### config.mk
export PLATFORM = sky130hd
export DESIGN_NAME = canonical_kmer_extractor_unit
export DESIGN_NICKNAME = d
export VERILOG_FILES = /design/src/rtl/ckx_pkg.sv /design/src/rtl/ckx_front.sv /design/src/rtl/ckx_queue.sv /design/src/rtl/ckx_back.sv /design/src/rtl/canonical_kmer_extractor_unit.sv
export SDC_FILE = /design/constraint.sdc
export NUM_CORES = 1
export LEC_CHECK = 0
export BUFFER_PORTS_ARGS = -buffer_cell sky130_fd_sc_hd__buf_2
export CAP_MARGIN = 20
export CORE_UTILIZATION = 56
export CTS_BUF_LIST = sky130_fd_sc_hd__clkbuf_4 sky130_fd_sc_hd__clkbuf_8
export CTS_CLUSTER_SIZE = 10
export DETAILED_ROUTE_END_ITERATION = 16
export MAX_ROUTING_LAYER = met4
export PLACE_DENSITY = 0.75
export SETUP_SLACK_MARGIN = 0.02
export SLEW_MARGIN = 40
export SYNTH_ARGS = -nofsm -noshare
export SYNTH_HDL_FRONTEND = slang
export SYNTH_SLANG_ARGS = --single-unit
export TNS_END_PERCENT = 1
### constraint.sdc
create_clock -name aclk -period 14.8 [get_ports aclk]
set_input_delay 0.74 -clock aclk [delete_from_list [all_inputs] [get_ports aclk]]
set_output_delay 0.74 -clock aclk [all_outputs]
set_load 0.005 [all_outputs]
### src/rtl/ckx_pkg.sv
package ckx_pkg;

    localparam int KLEN_W   = 5;
    localparam int VALUE_W  = 62;
    localparam int CHAR_W   = 8;
    localparam int ADDR_W   = 3;
    localparam int DATA_W   = 32;

    localparam logic [KLEN_W-1:0] KMER_MAX = 5'd31;

    // Register indexes on the configuration port (byte address / 4).
    localparam logic [ADDR_W-3:0] REG_KMER_LENGTH = 1'b0;

    localparam int QUEUE_DEPTH = 4;
    localparam int QPTR_W      = $clog2(QUEUE_DEPTH);
    localparam int QCNT_W      = QPTR_W + 1;

    // Two-bit base codes.
    localparam logic [1:0] BASE_A = 2'd0;
    localparam logic [1:0] BASE_C = 2'd1;
    localparam logic [1:0] BASE_G = 2'd2;
    localparam logic [1:0] BASE_T = 2'd3;

    // One classified character as it travels from the front to the back.
    typedef struct packed {
        logic       start;
        logic       is_base;
        logic [1:0] code;
    } ckx_item_t;

    // Low 2k bits set.
    function automatic logic [VALUE_W-1:0] width_mask(input logic [KLEN_W-1:0] k);
        logic [63:0] ones;
        logic [6:0]  sh;
        ones = '1;
        sh   = 7'd64 - {1'b0, k, 1'b0};
        ones = ones >> sh;
        return ones[VALUE_W-1:0];
    endfunction

    // Reverse complement of a k-base word: base order reversed, each base inverted.
    function automatic logic [VALUE_W-1:0] rev_comp(input logic [VALUE_W-1:0] fwd,
                                                    input logic [KLEN_W-1:0] k);
        logic [63:0] x;
        logic [63:0] r;
        logic [63:0] s;
        logic [6:0]  sh;
        x = {2'b00, fwd};
        for (int i = 0; i < 32; i++) begin
            r[2*i +: 2] = x[62-2*i +: 2];
        end
        sh = 7'd64 - {1'b0, k, 1'b0};
        s  = (~r) >> sh;
        return s[VALUE_W-1:0];
    endfunction

endpackage

### src/rtl/ckx_front.sv
module ckx_front (
    input  logic                       s_valid,
    output logic                       s_ready,
    input  logic [ckx_pkg::CHAR_W-1:0] s_base_char,
    input  logic                       s_record_start,
    input  logic                       queue_full,
    output logic                       push,
    output ckx_pkg::ckx_item_t         item
);

    logic       is_base;
    logic [1:0] code;

    // Map ACGT in either case to two-bit codes; anything else is not a base.
    always_comb begin
        is_base = 1'b1;
        code    = ckx_pkg::BASE_A;
        case (s_base_char) inside
            8'h41, 8'h61: code = ckx_pkg::BASE_A;
            8'h43, 8'h63: code = ckx_pkg::BASE_C;
            8'h47, 8'h67: code = ckx_pkg::BASE_G;
            8'h54, 8'h74: code = ckx_pkg::BASE_T;
            default: begin
                is_base = 1'b0;
                code    = ckx_pkg::BASE_A;
            end
        endcase
    end

    assign s_ready      = !queue_full;
    assign push         = s_valid && !queue_full;
    assign item.start   = s_record_start;
    assign item.is_base = is_base;
    assign item.code    = code;

endmodule

### src/rtl/ckx_queue.sv
module ckx_queue (
    input  logic               aclk,
    input  logic               aresetn,
    input  logic               push,
    input  ckx_pkg::ckx_item_t push_item,
    output logic               full,
    input  logic               pop,
    output logic               not_empty,
    output ckx_pkg::ckx_item_t pop_item
);

    ckx_pkg::ckx_item_t               entries_reg [ckx_pkg::QUEUE_DEPTH];
    logic [ckx_pkg::QPTR_W-1:0]       wr_ptr_reg, wr_ptr_next;
    logic [ckx_pkg::QPTR_W-1:0]       rd_ptr_reg, rd_ptr_next;
    logic [ckx_pkg::QCNT_W-1:0]       count_reg, count_next;

    assign full      = (count_reg == ckx_pkg::QCNT_W'(ckx_pkg::QUEUE_DEPTH));
    assign not_empty = (count_reg != '0);
    assign pop_item  = entries_reg[rd_ptr_reg];

    always_comb begin
        wr_ptr_next = push ? wr_ptr_reg + 1'b1 : wr_ptr_reg;
        rd_ptr_next = pop  ? rd_ptr_reg + 1'b1 : rd_ptr_reg;
        count_next  = count_reg;
        if (push && !pop) begin
            count_next = count_reg + 1'b1;
        end else if (pop && !push) begin
            count_next = count_reg - 1'b1;
        end
    end

    always_ff @(posedge aclk) begin
        if (!aresetn) begin
            wr_ptr_reg <= '0;
            rd_ptr_reg <= '0;
            count_reg  <= '0;
        end else begin
            wr_ptr_reg <= wr_ptr_next;
            rd_ptr_reg <= rd_ptr_next;
            count_reg  <= count_next;
        end
    end

    always_ff @(posedge aclk) begin
        if (push) begin
            entries_reg[wr_ptr_reg] <= push_item;
        end
    end

endmodule

### src/rtl/ckx_back.sv
module ckx_back (
    input  logic                        aclk,
    input  logic                        aresetn,
    input  logic [ckx_pkg::KLEN_W-1:0]  kmer_length,
    input  logic                        item_avail,
    input  ckx_pkg::ckx_item_t          item,
    output logic                        pop,
    output logic                        m_valid,
    input  logic                        m_ready,
    output logic [ckx_pkg::VALUE_W-1:0] m_canonical_value
);

    logic [ckx_pkg::VALUE_W-1:0] window_reg, window_next;
    logic [ckx_pkg::KLEN_W-1:0]  run_reg, run_next;
    logic                        s1_valid_reg, s1_valid_next;
    logic [ckx_pkg::VALUE_W-1:0] s1_fwd_reg;
    logic [ckx_pkg::KLEN_W-1:0]  s1_k_reg;
    logic                        out_valid_reg, out_valid_next;
    logic [ckx_pkg::VALUE_W-1:0] out_value_reg;

    logic [ckx_pkg::KLEN_W-1:0]  k_eff;
    logic [ckx_pkg::VALUE_W-1:0] mask;
    logic [ckx_pkg::VALUE_W-1:0] win_base;
    logic [ckx_pkg::KLEN_W-1:0]  run_base;
    logic [ckx_pkg::KLEN_W-1:0]  run_inc;
    logic                        emit;
    logic                        out_load;
    logic                        s1_load;
    logic [ckx_pkg::VALUE_W-1:0] rc;
    logic [ckx_pkg::VALUE_W-1:0] canon;

    assign k_eff = (kmer_length == '0) ? ckx_pkg::KLEN_W'(1) : kmer_length;
    assign mask  = ckx_pkg::width_mask(k_eff);

    assign out_load = !out_valid_reg || m_ready;
    assign s1_load  = !s1_valid_reg || out_load;
    assign pop      = item_avail && s1_load;

    // Window update; a record start clears the window before its own base.
    always_comb begin
        win_base    = item.start ? '0 : window_reg;
        run_base    = item.start ? '0 : run_reg;
        run_inc     = run_base + 1'b1;
        emit        = 1'b0;
        window_next = window_reg;
        run_next    = run_reg;
        if (pop) begin
            if (!item.is_base) begin
                window_next = '0;
                run_next    = '0;
            end else begin
                window_next = ({win_base[ckx_pkg::VALUE_W-3:0], item.code}) & mask;
                run_next    = run_inc;
                if (run_inc != '0 && run_inc >= k_eff) begin
                    emit     = 1'b1;
                    run_next = k_eff - 1'b1;
                end
            end
        end
        s1_valid_next = s1_load ? emit : s1_valid_reg;
    end

    assign rc    = ckx_pkg::rev_comp(s1_fwd_reg, s1_k_reg);
    assign canon = (s1_fwd_reg < rc) ? s1_fwd_reg : rc;

    assign out_valid_next = out_load ? s1_valid_reg : out_valid_reg;

    always_ff @(posedge aclk) begin
        if (!aresetn) begin
            window_reg    <= '0;
            run_reg       <= '0;
            s1_valid_reg  <= 1'b0;
            out_valid_reg <= 1'b0;
        end else begin
            window_reg    <= window_next;
            run_reg       <= run_next;
            s1_valid_reg  <= s1_valid_next;
            out_valid_reg <= out_valid_next;
        end
    end

    always_ff @(posedge aclk) begin
        if (s1_load && emit) begin
            s1_fwd_reg <= window_next;
            s1_k_reg   <= k_eff;
        end
        if (out_load && s1_valid_reg) begin
            out_value_reg <= canon;
        end
    end

    assign m_valid           = out_valid_reg;
    assign m_canonical_value = out_value_reg;

endmodule

### src/rtl/canonical_kmer_extractor_unit.sv
// Canonical k-mer extractor.
// The input channel (s_valid/s_ready) carries one ASCII sequence character per transfer,
// with s_record_start marking the first character of a new record. The output channel
// (m_valid/m_ready) carries one canonical k-mer per transfer: the smaller of the forward
// k-mer and its reverse complement, two bits per base, oldest base in the top bits.
// The k-mer length lives in one register at byte address 0 of the APB-style port and
// should only be changed while no characters are in flight.
// An accepted character passes the queue, the s1 register and the output register before
// its result, if any, shows on m_valid; while the receiver keeps up, the block sustains
// one character per cycle, the window update being one register loop in the back end.
// Reset (aresetn low, synchronous) empties the queue and the pipeline, clears the base
// window and run count, and sets the k-mer length to 31.
// When the receiver stalls, the result holds in the output register, the internal
// stage behind it fills, and the four-entry queue between the classifying front end and
// the back end keeps taking characters until it is full, after which s_ready falls.
module canonical_kmer_extractor_unit (
    input  logic                        aclk,
    input  logic                        aresetn,
    input  logic                        psel,
    input  logic                        penable,
    input  logic                        pwrite,
    input  logic [ckx_pkg::ADDR_W-1:0]  paddr,
    input  logic [ckx_pkg::DATA_W-1:0]  pwdata,
    output logic [ckx_pkg::DATA_W-1:0]  prdata,
    output logic                        pready,
    input  logic                        s_valid,
    output logic                        s_ready,
    input  logic [ckx_pkg::CHAR_W-1:0]  s_base_char,
    input  logic                        s_record_start,
    output logic                        m_valid,
    input  logic                        m_ready,
    output logic [ckx_pkg::VALUE_W-1:0] m_canonical_value
);

    logic [ckx_pkg::KLEN_W-1:0] kmer_length_reg, kmer_length_next;
    logic                       cfg_write;
    logic                       sel_kmer_length;

    logic                       queue_full;
    logic                       queue_push;
    ckx_pkg::ckx_item_t         front_item;
    logic                       queue_not_empty;
    logic                       queue_pop;
    ckx_pkg::ckx_item_t         back_item;

    // The register index is the word address; byte offsets within a word are ignored.
    assign sel_kmer_length = (paddr[ckx_pkg::ADDR_W-1:2] == ckx_pkg::REG_KMER_LENGTH);
    assign cfg_write       = psel && penable && pwrite && pready;
    assign pready          = 1'b1;

    always_comb begin
        kmer_length_next = kmer_length_reg;
        if (cfg_write && sel_kmer_length) begin
            kmer_length_next = pwdata[ckx_pkg::KLEN_W-1:0];
        end
    end

    always_ff @(posedge aclk) begin
        if (!aresetn) begin
            kmer_length_reg <= ckx_pkg::KMER_MAX;
        end else begin
            kmer_length_reg <= kmer_length_next;
        end
    end

    assign prdata = sel_kmer_length
                  ? {{(ckx_pkg::DATA_W-ckx_pkg::KLEN_W){1'b0}}, kmer_length_reg}
                  : '0;

    // Front end: takes characters and classifies them into base codes.
    ckx_front u_front (
        .s_valid        (s_valid),
        .s_ready        (s_ready),
        .s_base_char    (s_base_char),
        .s_record_start (s_record_start),
        .queue_full     (queue_full),
        .push           (queue_push),
        .item           (front_item)
    );

    // Short queue so that each side can stall without holding up the other.
    ckx_queue u_queue (
        .aclk      (aclk),
        .aresetn   (aresetn),
        .push      (queue_push),
        .push_item (front_item),
        .full      (queue_full),
        .pop       (queue_pop),
        .not_empty (queue_not_empty),
        .pop_item  (back_item)
    );

    // Back end: window and run count, then the reverse complement and minimum.
    ckx_back u_back (
        .aclk              (aclk),
        .aresetn           (aresetn),
        .kmer_length       (kmer_length_reg),
        .item_avail        (queue_not_empty),
        .item              (back_item),
        .pop               (queue_pop),
        .m_valid           (m_valid),
        .m_ready           (m_ready),
        .m_canonical_value (m_canonical_value)
    );

endmodule

# Word-level counts from Yosys, hierarchy flattened
# Memories as Yosys holds them, arrays and structs flattened. A register that Yosys moved wholly into a read port is not among the register bits.
# Cells that the tools add are included.
# op_classes
n_eq_ne	9
shifts	2
muxes	26
magnitude_cmp	2
add_sub_neg	8
reduce_logical	25
bitwise	3
# op_table
op	n
$mux 62	3
$eq 8x7->1 const B	8
$not 64->64	1
$shr 64x7->62	1
$shr 64x7->62 const A	1
$and 62x62->62	1
$lt 62x62->1	1
$mux 60	1
$mux 5	5
$sub 7x6->7 const A	2
$mux 2	6
$logic_and 1x1->1	10
$mux 1	9
$reduce_or 2->1	4
$mux 3	2
$add 5x1->5 const B	1
$ge 5x5->1	1
$logic_not 1->1	5
$logic_not 5->1	1
$reduce_bool 5->1	1
$sub 5x1->5 const B	1
$add 2x1->2 const B	2
$add 3x1->3 const B	1
$eq 3x3->1 const B	1
5 further kinds	6
# word_totals
out_inout_bits	97
ramBits	16
register_bits	210
wordCells	87
inputBits	51
mem_count	1
# mem_list
memory	words	width	read_ports	rd_ports_with_merged_regs	wr	line	rtl
u_queue.entries_reg	4	4	1	1	1	ckx_queue.sv:12	ckx_pkg::ckx_item_t entries_reg [ckx_pkg::QUEUE_DEPTH];

# Logic depth before layout (Yosys ltp)
# Gate-level depths: netlist of run 1.
# logic_depth
depth_word	8
ltp_mapped	28
mapped_depth_nobuf	18

# Hierarchy
# A second synthesis of run 1 with hierarchy kept.
# hier_totals
hier_cells	1361
hier_area_um2	14312.5
# by_module_without_submodules
mod	area_each_um2	cells_each	instances
ckx_back	12689.7	1226	1
ckx_queue	1032.2	63	1
canonical_kmer_extractor_unit	495.5	57	1
ckx_front	95.1	15	1

# Least setup slack after synthesis of run 1
# Ideal clock, no wire load.
# synth_path
path_type	register to register
from	reg u_back.s1_k_reg[0] (netlist bit)
to	reg u_back.out_value_reg (netlist bit u_back.m_canonical_value[16]) (data pin)
setup_time_ns	0.262
path_stages_with_launch	26
arrival_ns	5.238
slack_ns	9.300
required_time_ns	14.538
n_path_buf	10
path_cell_list	edfxtp_1 buf_4 clkbuf_1 inv_1 buf_1 clkbuf_1 ha_1 buf_2 buf_2 buf_1 buf_1 mux4_2 nand2_1 a31oi_1 o22a_1 ha_1 a21o_1 a21o_1 a221oi_1 a21oi_1 o21bai_1 a21oi_1 o21ai_2 buf_6 buf_12 mux2i_1
# synth_via
elab_chain_cells	4
# synth_lines
item	line	rtl
start: declaration	ckx_back.sv:17	logic [ckx_pkg::KLEN_W-1:0] s1_k_reg;
start signal: assignment	ckx_back.sv:85	s1_k_reg <= k_eff;
$sub 7x6->7 (*)	ckx_pkg.sv:52	sh = 7'd64 - {1'b0, k, 1'b0};
$shr 64x7->62 (*)	ckx_pkg.sv:53	s = (~r) >> sh;
$lt 62x62->1	ckx_back.sv:64	assign canon = (s1_fwd_reg < rc) ? s1_fwd_reg : rc;
$mux 62 (*)	ckx_back.sv:64	
named net u_back.canon, one bit	ckx_back.sv:30	logic [ckx_pkg::VALUE_W-1:0] canon;
end signal: assignment	ckx_back.sv:88	out_value_reg <= canon;
end: declaration	ckx_back.sv:19	logic [ckx_pkg::VALUE_W-1:0] out_value_reg;
# Mark *: on every way through the listed nets, which the timed path passes. The rest lies on a longest branch.
# A chain may end at the register's enable or synchronous reset.

# Worst setup path after layout of run 1
# layout_path
from	reg u_back.s1_k_reg[0] (netlist bit)
to	reg u_back.out_value_reg (netlist bit u_back.m_canonical_value[10]) (data pin)
# Same word-level chain as after synthesis.

==> results.toml, run 1 <==
[placement]
io_buffers = 89
placed_cells = 1710
pre_cts_ws_ns = 7.63
dp_hpwl_um = 27200
gp_congestion = 1.00

[synthesis]
syn_avg_cell_area_um2 = 10.3
synth-main-ff-cell = "edfxtp_1"
synth_edf_count = 145
seq_area_frac_synth = 0.429
synth_top_area_cell = "edfxtp_1"
synth_top_cell_area_share = 0.311
synth_area_um2 = 14000
synth-seq-cells = 228
synthDistinctLibCells = 71
yosys-top-cells-area = "edfxtp_1 (31%), dfxtp_1 (12%), mux2i_1 (7.9%)"
ys_warn_count = 0
postSynth.asyncResetShare = 0
postSynthCellCount = 1364

[grt]
grt_util_all_layers = 0.298
overflow = 0
grt_first_pass_wirelength_um = 57200
grt_max_degree = 84
grt_pass1_vias = 10300
antenna_found_initial = 0

[timing]
setup-violations-final = 0
rsz0062_at_grt = "false"
worstMarginPinSlew_ns = 0.769
setup_slack_ns = 7.88
tns_ns = 0
fmax_mhz = 145
slew_violations = 0
hold_violations = 0
fin_crit_ns = 6.92
fin_crit_sh = 0.467
relSlewSlack = 0.485
skew_ns = 0.0179

[critical_path]
start_kind = "flip-flop"
required_ns = 15.15
reg2reg_from = "u_back.s1_k_reg[0]"
crit_path_start = "u_back.s1_k_reg[0]"
cpMostUsedCell = "o21ai_0"
crit_fanout = 61
crit_path_top_delay_cell = "buf_4"
arrival_ns = 7.26
crit_chain = "buf_6, inv_1, buf_4, ha_4, or3b_1, or3_1, and2_4, nor2_1, nand2_1, or2_2, ha_1, a2111oi_0, o21ai_0, o21ai_0, o21ai_0, nor2_1, o211ai_1, o21ai_4, buf_4, mux2i_1"
crit_path_end_kind = "flip-flop"
slowest_delay_ns = 0.65
crit_type = "flip-flop to flip-flop"

[cells_and_area]
sequential_cell_area_um2 = 6020
multiInputGateArea_um2 = 7280
fill_cells = 2025
areaGrowthSynthToFinish_pct = 9.60
num-nets-final = 1557
stdcell_count = 1780
drive_gt1_frac = 0.158

[clock_network]
root_buffer = "clkbuf_8"
hold_buffers = 0
cts_buffer_depth = 3
cts-buffers-inserted = 37
cts-resized-gates = 0
worst_skew_pair.late_latency_ns = 0.55
cts-htree-levels = 2
clock-sinks = 228
cts_tree = "done"
post-cts-setup-buffers = 0
clkTransAtPathRegs_ns = 0.07

[power]
p_int_uw = 1060
p_leak_uw = 0.00635
switching_share = 0.268
power.density_nw_per_um2 = 94.1
ir_drop_mv = 0.120
pwr-share-seq = 0.486
comb_power_share = 0.118
p_sw_uw = 387
power.clock.fraction = 0.396

[routing]
avgViaCountPerCell = 6.05
antenna_left = 0
firstDrtPassIters = 5
wl_per_cell_um = 20.7
route.detailed.drc = 0
routed_wl_um = 36800
first_iter_violations = 931
vias = 10800

[floorplanning]
die-area_um2 = 25700
rows = 57
initial_core_util = 0.573
core_um2 = 24500
die_w_um = 160
dieHeight_um = 160
ios = 148

[hold_path]
worstHoldStart = "pwdata[0]"
min_path_type = "primary input to flip-flop"

[job]
max_cap_viol_count = 0

[status]
status = "finished clean"
-- cell families (layout without fill, tap and decap cells) --
family	Yosys count	after routing	share of synthesized area
xor+xnor	15	15	0.00938
fa+ha+maj	79	79	0.0711
other cells	2	29	0.000536
mux	151	151	0.141
compound gates	289	289	0.142
buf+inv	181	246	0.0647
flops	228	228	0.429
simple gates	419	419	0.142
-- Yosys cell counts (3+ instances only) --
library cell and number:
mux2i_1 111, xor2_1 7, edfxtp_1 145, buf_2 10
nand4_1 7, nor2_1 86, a22oi_1 4, a21o_1 11
o22a_1 13, inv_1 75, o31ai_1 3, a22o_1 50
a211oi_1 7, or2_2 14, a32o_1 10, dfxtp_1 83
o211ai_1 7, buf_12 6, buf_1 10, a211o_1 4
xnor2_1 8, o21ai_1 7, mux4_2 37, and3_1 5
a2111oi_0 3, mux2_2 3, o22ai_1 3, a31oi_1 10
a21oi_1 77, buf_4 29, nand2b_1 8, ha_1 78
and4_1 3, nor2b_1 12, nand2_1 160, clkbuf_1 49
nand3_1 21, and2_1 73, o21a_1 8, o21ai_0 46
or3_1 4, o211a_1 7, nor3_1 13
-- layout by cell type, fill, tap and decap left out, drive strengths merged, types with 8 or more instances in the layout --
master and n:
nand2 160, edfxtp 145, mux2i 111, buf 103, nor2 86, dfxtp 83, ha 78, a21oi 77
inv 76, and2 74, o21ai 54, a22o 50, clkbuf 48, mux4 37, conb 28, nand3 21
clkinv 17, or2 16, nor3 14, o22a 13, nor2b 12, a21o 11, a31oi 10, a32o 10
o21a 8, nand2b 8, xnor2 8
-- through the flow --
stage	hold WS (ns)	utilization	power, µW	cell area (µm²)
3_3_place_gp	0.422	0.593	880	14500
3_5_place_dp	0.439	0.594	887	14500
5_1_grt	0.404	0.628	1510	15400
6_report	0.404	0.628	1440	15400
2_1_floorplan	0.445	-	843	14100
4_1_cts	0.391	0.626	1460	15300
-- layout make-up --
| class | instances | area share |
|---|---|---|
| clock inverter | 19 | 0.0104 |
| timing repair buffer | 103 | 0.0377 |
| tap | 324 | 0.0264 |
| multi-input combinational | 981 | 0.474 |
| antenna | 1 | 0.000163 |
| clock buffer | 48 | 0.0406 |
| sequential | 228 | 0.392 |
| inverter | 76 | 0.0186 |
-- critical path, delay by kind of cell (launching register included) --
kind | cells | cell delay [ns]
DFF | 1 | 0.40
adders and majority gates | 2 | 0.56
buffers and inverters | 4 | 1.46
muxes | 1 | 0.38
AOI/OAI and AO/OA | 6 | 1.38
and+or+nand+nor | 7 | 2.45
-- power by group through the flow --
| stage | Sequential [µW] | Clock, µW | Combinational [µW] |
|---|---|---|---|
| after CTS | 702 | 584 | 171 |
| after global placement | 715 | 0 | 165 |
| final | 702 | 572 | 171 |
| after global routing | 704 | 613 | 189 |
| after detailed placement | 716 | 0 | 171 |
| after floorplan | 710 | 0 | 133 |
-- per-layer routing --
| metal | global-route usage | up-vias | part of all wire |
|---|---|---|---|
| met4 | 0.134 | 0 | 0.042 |
| met5 | - | - | 0 |
| met3 | 0.0519 | 97 | 0.081 |
| met2 | 0.461 | 485 | 0.46 |
| li1 | - | 5058 | - |
| met1 | 0.383 | 5129 | 0.41 |
-- worst paths after layout --
| kind | to | slack (ns) | cells past startpoint |
|---|---|---|---|
| hold reg to reg | u_back.s1_k_reg[3] | 0.45 | 0 |
| setup / recovery | u_back.m_canonical_value[10] | 7.88 | 20 |
| hold / removal | kmer_length_reg[0] | 0.40 | 3 |
| setup reg to reg | u_back.m_canonical_value[10] | 7.88 | 20 |
Note: power is estimated with default switching activity, not from simulation.
==> run 2, diff against run 1 <==
--- a/config.mk
+++ b/config.mk
@@ -12,7 +12,7 @@
 export CTS_CLUSTER_SIZE = 10
 export DETAILED_ROUTE_END_ITERATION = 16
 export MAX_ROUTING_LAYER = met4
-export PLACE_DENSITY = 0.75
+export PLACE_DENSITY = 0.79
 export SETUP_SLACK_MARGIN = 0.02
 export SLEW_MARGIN = 40
 export SYNTH_ARGS = -nofsm -noshare
==> constraint.sdc (replaced) <==
create_clock -name aclk -period 5.5 [get_ports aclk]
set_input_delay 0.275 -clock aclk [delete_from_list [all_inputs] [get_ports aclk]]
set_output_delay 0.275 -clock aclk [all_outputs]
set_load 0.005 [all_outputs]
==> run 2 against run 1 <==
Against the previous run: clock power rose to 2.7 times the previous value; clock skew up 0.014 ns; clock-buffer cell count is 10 higher; critical path type unchanged; largest power group unchanged; flip-flop and latch count unchanged; sequential share of layout area down 0.61 points; worst setup slack got worse by 7.7 ns.
==> results.toml, run 2 (synthesis gave the netlist of run 1 again) <==
[power]
ir_drop_mv = 0.460
p_leak_uw = 0.00648
power.density_nw_per_um2 = 250

[floorplanning]
initial_core_util = 0.573
core_um2 = 24500
die-area_um2 = 25700
ios = 148
die_w_um = 160
dieHeight_um = 160
rows = 57

[clock_network]
cts-buffers-inserted = 36
cts_buffer_depth = 3
root_buffer = "clkbuf_8"
cts_tree = "done"
worst_skew_pair.late_latency_ns = 0.55
clock-sinks = 228
cts-htree-levels = 2
post-cts-setup-buffers = 0
clkTransAtPathRegs_ns = 0.06

[routing]
avgViaCountPerCell = 5.99
routed_wl_um = 37400
first_iter_violations = 905
antenna_left = 0
wl_per_cell_um = 20.7
vias = 10800
firstDrtPassIters = 6
route.detailed.drc = 0

[critical_path]
arrival_ns = 5.54
start_kind = "flip-flop"
crit_type = "flip-flop to flip-flop"
crit_path_start = "u_back.s1_k_reg[1]"
required_ns = 5.75
reg2reg_from = "u_back.s1_k_reg[1]"
reg2reg_depth = 18
crit_path_end_kind = "flip-flop"
crit_fanout = 50

[job]
max_cap_viol_count = 0

[grt]
grt_max_degree = 84
grt_first_pass_wirelength_um = 57400
overflow = 0
grt_pass1_vias = 10400
antenna_found_initial = 0
grt_util_all_layers = 0.300

[cells_and_area]
areaGrowthSynthToFinish_pct = 11.3
drive_gt1_frac = 0.173
layout_common_cells = "nand2_1 (160), edfxtp_1 (145), mux2i_1 (110)"
num-nets-final = 1582
stdcell_count = 1804
fill_cells = 2005
antenna_cells = 0
mostFrequentLayoutCell = "nand2_1"

[placement]
io_buffers = 89
dp_hpwl_um = 28200
placed_cells = 1732
gp_congestion = 1.12
pre_cts_ws_ns = 0.286

[status]
status = "finished clean"

[timing]
hold_violations = 0
relSlewSlack = 0.497
skew_ns = 0.0318
hold_ws_ns = 0.105
fmax_mhz = 189
fin_crit_sh = 0.962
fin_crit_ns = 5.29
setup-violations-final = 0
rsz0062_at_grt = "false"
tns_ns = 0
slew_violations = 0
setup_slack_ns = 0.208
worstMarginPinSlew_ns = 0.751

[hold_path]
whs_path_depth = 3
min_path_type = "primary input to flip-flop"
worstHoldStart = "m_ready"
## run 2: cell type report
cell class	count	area [µm²]	share of cell area
Clock buffer	58	729	0.0468
Clock inverter	8	77.6	0.00497
Inverter	76	285	0.0183
Multi-Input combinational cell	981	7280	0.466
Sequential cell	228	6020	0.386
Tap cell	324	405	0.0260
Timing Repair Buffer	129	808	0.0518
## run 2: power by group
| part | switching, µW | internal, µW |
|---|---|---|
| Sequential | 39.5 | 1850 |
| Combinational | 304 | 153 |
| Clock | 662 | 894 |
| Total | 1010 | 2900 |
## run 2: per-stage QoR
| step | power (µW) | utilization | instance area (µm²) |
|---|---|---|---|
| CTS | 3940 | 0.637 | 15600 |
| floorplan | 2270 | - | 14100 |
| global route | 4060 | 0.638 | 15600 |
| detailed placement | 2380 | 0.602 | 14700 |
| global placement | 2360 | 0.601 | 14700 |
| finish | 3900 | 0.638 | 15600 |
## run 2: final timing paths
path | endpoint | slack, ns
setup / recovery | u_back.m_canonical_value[23] | 0.21
hold / removal | u_back.m_valid | 0.10
setup reg to reg | u_back.m_canonical_value[23] | 0.21
hold reg to reg | u_back.s1_k_reg[3] | 0.46
## run 2: metal layers
metal,GRT usage,vias to the layer above,share of wire
met5,-,-,0
met4,0.131,0,0.044
met3,0.0600,101,0.083
met2,0.483,513,0.47
met1,0.367,5097,0.41
li1,-,5103,-
## run 2: worst max-delay path: stages, from the launching register on
cell and delay [ns]:
edfxtp_1 0.44, inv_1 0.11, ha_4 0.60, buf_4 0.28
mux4_2 0.34, mux2i_1 0.38, nand2_1 0.09, o21ai_0 0.12
a21oi_1 0.21, ha_1 0.37, nand4_1 0.13, nor2_1 0.12
nand3_1 0.16, nor4_1 0.43, a41oi_2 0.16, a21oi_1 0.45
o21ai_4 0.10, buf_12 0.23, mux2i_1 0.19
## run 2: repair_timing
item	CTS	global route
gates resized for setup	0	2
endpoints found under the hold margin	9	0
endpoints found under the setup margin	0	34
hold buffers	6	0
==> run 3, diff against run 2 <==
--- a/config.mk
+++ b/config.mk
@@ -5,6 +5,7 @@
 export SDC_FILE = /design/constraint.sdc
 export NUM_CORES = 1
 export LEC_CHECK = 0
+export ABC_AREA = 1
 export BUFFER_PORTS_ARGS = -buffer_cell sky130_fd_sc_hd__buf_2
 export CAP_MARGIN = 20
 export CORE_UTILIZATION = 56
@@ -12,7 +13,7 @@
 export CTS_CLUSTER_SIZE = 10
 export DETAILED_ROUTE_END_ITERATION = 16
 export MAX_ROUTING_LAYER = met4
-export PLACE_DENSITY = 0.79
+export PLACE_DENSITY = 0.78
 export SETUP_SLACK_MARGIN = 0.02
 export SLEW_MARGIN = 40
 export SYNTH_ARGS = -nofsm -noshare
==> constraint.sdc (replaced) <==
create_clock -name aclk -period 4.3 [get_ports aclk]
set_input_delay 0.215 -clock aclk [delete_from_list [all_inputs] [get_ports aclk]]
set_output_delay 0.215 -clock aclk [all_outputs]
set_load 0.005 [all_outputs]
==> run 3 against run 2 <==
Against the previous run: clock skew fell by 0.012 ns; via count rose by 31%; cell count rose by 39%; die area rose by 2.1%.
==> results.toml, run 3 <==
[synthesis]
ys_warn_count = 0
synth-seq-cells = 228
postSynth.asyncResetShare = 0
synth_top_cell_area_share = 0.304
postSynthCellCount = 1941
synth_area_um2 = 14300
synthDistinctLibCells = 48
synth_edf_count = 145
syn_avg_cell_area_um2 = 7.37
seq_area_frac_synth = 0.420
synth_top_area_cell = "edfxtp_1"
yosys-top-cells-area = "edfxtp_1 (30%), nand2_1 (16%), dfxtp_1 (12%)"
synth_commonest_cells = "nand2_1 (592), nand3_1 (220), inv_1 (173), edfxtp_1 (145), o21ai_0 (143)"
synth-main-ff-cell = "edfxtp_1"
synth.most_common_cell = "nand2_1"

[timing]
skew_ns = 0.0199
relSlewSlack = 0.443
worstMarginPinSlew_ns = 0.831
tns_ns = 0
fin_crit_ns = 4.14
hold_violations = 0
rsz0062_at_grt = "true"
fin_crit_sh = 0.964
setup-violations-final = 0
slew_violations = 0
fmax_mhz = 241
hold_ws_ns = 0.0765
setup_slack_ns = 0.155

[grt]
use_met3 = 0.0467
overflow = 0
grt_pass1_vias = 12800
grt_util_all_layers = 0.350
grt_first_pass_wirelength_um = 68500
top_usage_layer = "met2"
grt_max_degree = 69
antenna_found_initial = 0
grt_use_met1 = 0.440
gr-usage-met2 = 0.576

[power]
power.clock.fraction = 0.385
pwr-share-seq = 0.483
p_int_uw = 3580
p_sw_uw = 1410
switching_share = 0.282
power.total_uw = 4990
power.density_nw_per_um2 = 287
comb_power_share = 0.131
ir_drop_mv = 0.518
p_leak_uw = 0.00807

[critical_path]
crit_fanout = 67
start_kind = "flip-flop"
crit_type = "flip-flop to flip-flop"
crit_path_end_kind = "flip-flop"
arrival_ns = 4.42
required_ns = 4.57

[clock_network]
cts_tree = "done"
cts-buffers-inserted = 37
root_buffer = "clkbuf_8"
clkTransAtPathRegs_ns = 0.06
clock-sinks = 228
cts-htree-levels = 2
worst_skew_pair.late_latency_ns = 0.53
cts_buffer_depth = 3

[cells_and_area]
num-nets-final = 2282
layout_common_cells = "nand2_1 (585), nand3_1 (217), inv_1 (170)"
antenna_cells = 0
areaGrowthSynthToFinish_pct = 21.6
mostFrequentLayoutCell = "nand2_1"
fill_cells = 2138
drive_gt1_frac = 0.187

[floorplanning]
ios = 148
die-area_um2 = 26200
rows = 58
die_w_um = 162
core_um2 = 25100
initial_core_util = 0.570
dieHeight_um = 162

[routing]
antenna_left = 0
avgViaCountPerCell = 5.64
wl_per_cell_um = 18.3
first_iter_violations = 1350
firstDrtPassIters = 8
route.detailed.drc = 0
vias = 14200
routed_wl_um = 45900

[placement]
io_buffers = 89
pre_cts_ws_ns = -0.0940
gp_congestion = 1.01
dp_hpwl_um = 34100

[hold_path]
min_path_type = "primary input to flip-flop"

[status]
status = "finished clean"

[job]
max_cap_viol_count = 0
[run 3: changes by cell type after synthesis, moves of 43 or more]
| cell | delta |
|---|---|
| inv_1 | +98 |
| a22o_1 | -50 |
| nand3_1 | +199 |
| a21oi_1 | +50 |
| o21ai_0 | +97 |
| nor2_1 | +43 |
| mux2i_1 | -101 |
| nand2_1 | +432 |
| and2_1 | -73 |
[run 3: what timing repair did]
action / CTS / global route
setup endpoints to repair: 62 / 62
cloned: 0 / 3
buffers inserted: 0 / 7
endpoints found under the hold margin: 10 / 0
gates resized for setup: 5 / 91
hold buffers: 12 / 0
pin swaps: 0 / 15
[run 3: per-layer routing]
metal	part of all wire	wire length, µm
met1	0.41	18700
met2	0.47	21700
met3	0.078	3590
met4	0.040	1850
met5	0	0
[run 3: kinds of logic after synthesis]
logic type / synth area share
adder cells (fa/ha/maj): 0.0696
buffers and inverters: 0.0901
AND/OR/NAND/NOR: 0.284
multiplexers: 0.00699
other: 0.000525
XOR/XNOR: 0.00297
AO/OA/AOI/OAI: 0.126
flip-flops: 0.420
[run 3: final timing paths]
| kind | depth (start not counted) | from | slack, ns | to |
|---|---|---|---|---|
| setup reg to reg | 20 | u_back.s1_k_reg[0] | 0.16 | u_back.m_canonical_value[0] |
| hold / removal | 3 | aresetn | 0.08 | u_queue.count_reg[0] |
| hold reg to reg | 0 | kmer_length_reg[4] | 0.46 | u_back.s1_k_reg[4] |
| setup / recovery | 20 | u_back.s1_k_reg[0] | 0.16 | u_back.m_canonical_value[0] |
[run 3: final cells by class]
| type | instances | area (µm²) | share of cell area |
|---|---|---|---|
| inverter | 177 | 667 | 0.0383 |
| tap | 330 | 413 | 0.0237 |
| clock buffer | 59 | 712 | 0.0409 |
| sequential | 228 | 6020 | 0.346 |
| timing repair buffer | 277 | 2160 | 0.124 |
| clock inverter | 8 | 42.5 | 0.00245 |
| multi-input combinational | 1431 | 7390 | 0.425 |
[run 3: through the flow]
stage | util | cells | area [µm²]
final | 0.693 | 2510 | 17400
after global routing | 0.693 | 2510 | 17400
after floorplan | - | 1967 | 14400
after global placement | 0.640 | 2421 | 16100
after CTS | 0.676 | 2500 | 17000
after detailed placement | 0.640 | 2421 | 16100
[run 3: critical path, cell delays in order, from the launching register on]
cell and delay, ns:
edfxtp_1 0.41, buf_4 0.17, buf_12 0.20, nor3_4 0.20, nand2_1 0.11, nand2_1 0.12
buf_12 0.17, buf_4 0.16, nand2_1 0.19, nor2_4 0.20, inv_1 0.06, ha_1 0.29
nand4_1 0.20, nor4b_4 0.30, buf_4 0.16, nand3_2 0.09, nor4_4 0.29, nand2_4 0.15
buf_12 0.20, nand3_1 0.08, nand2_1 0.09
[run 3: power groups by stage]
| stage | logic (µW) | registers, µW | clock network (µW) |
|---|---|---|---|
| after CTS | 627 | 2410 | 1940 |
| final | 654 | 2410 | 1920 |
| after floorplan | 474 | 2440 | 0 |
| after global routing | 723 | 2420 | 2020 |
| after detailed placement | 619 | 2460 | 0 |
| after global placement | 597 | 2450 | 0 |
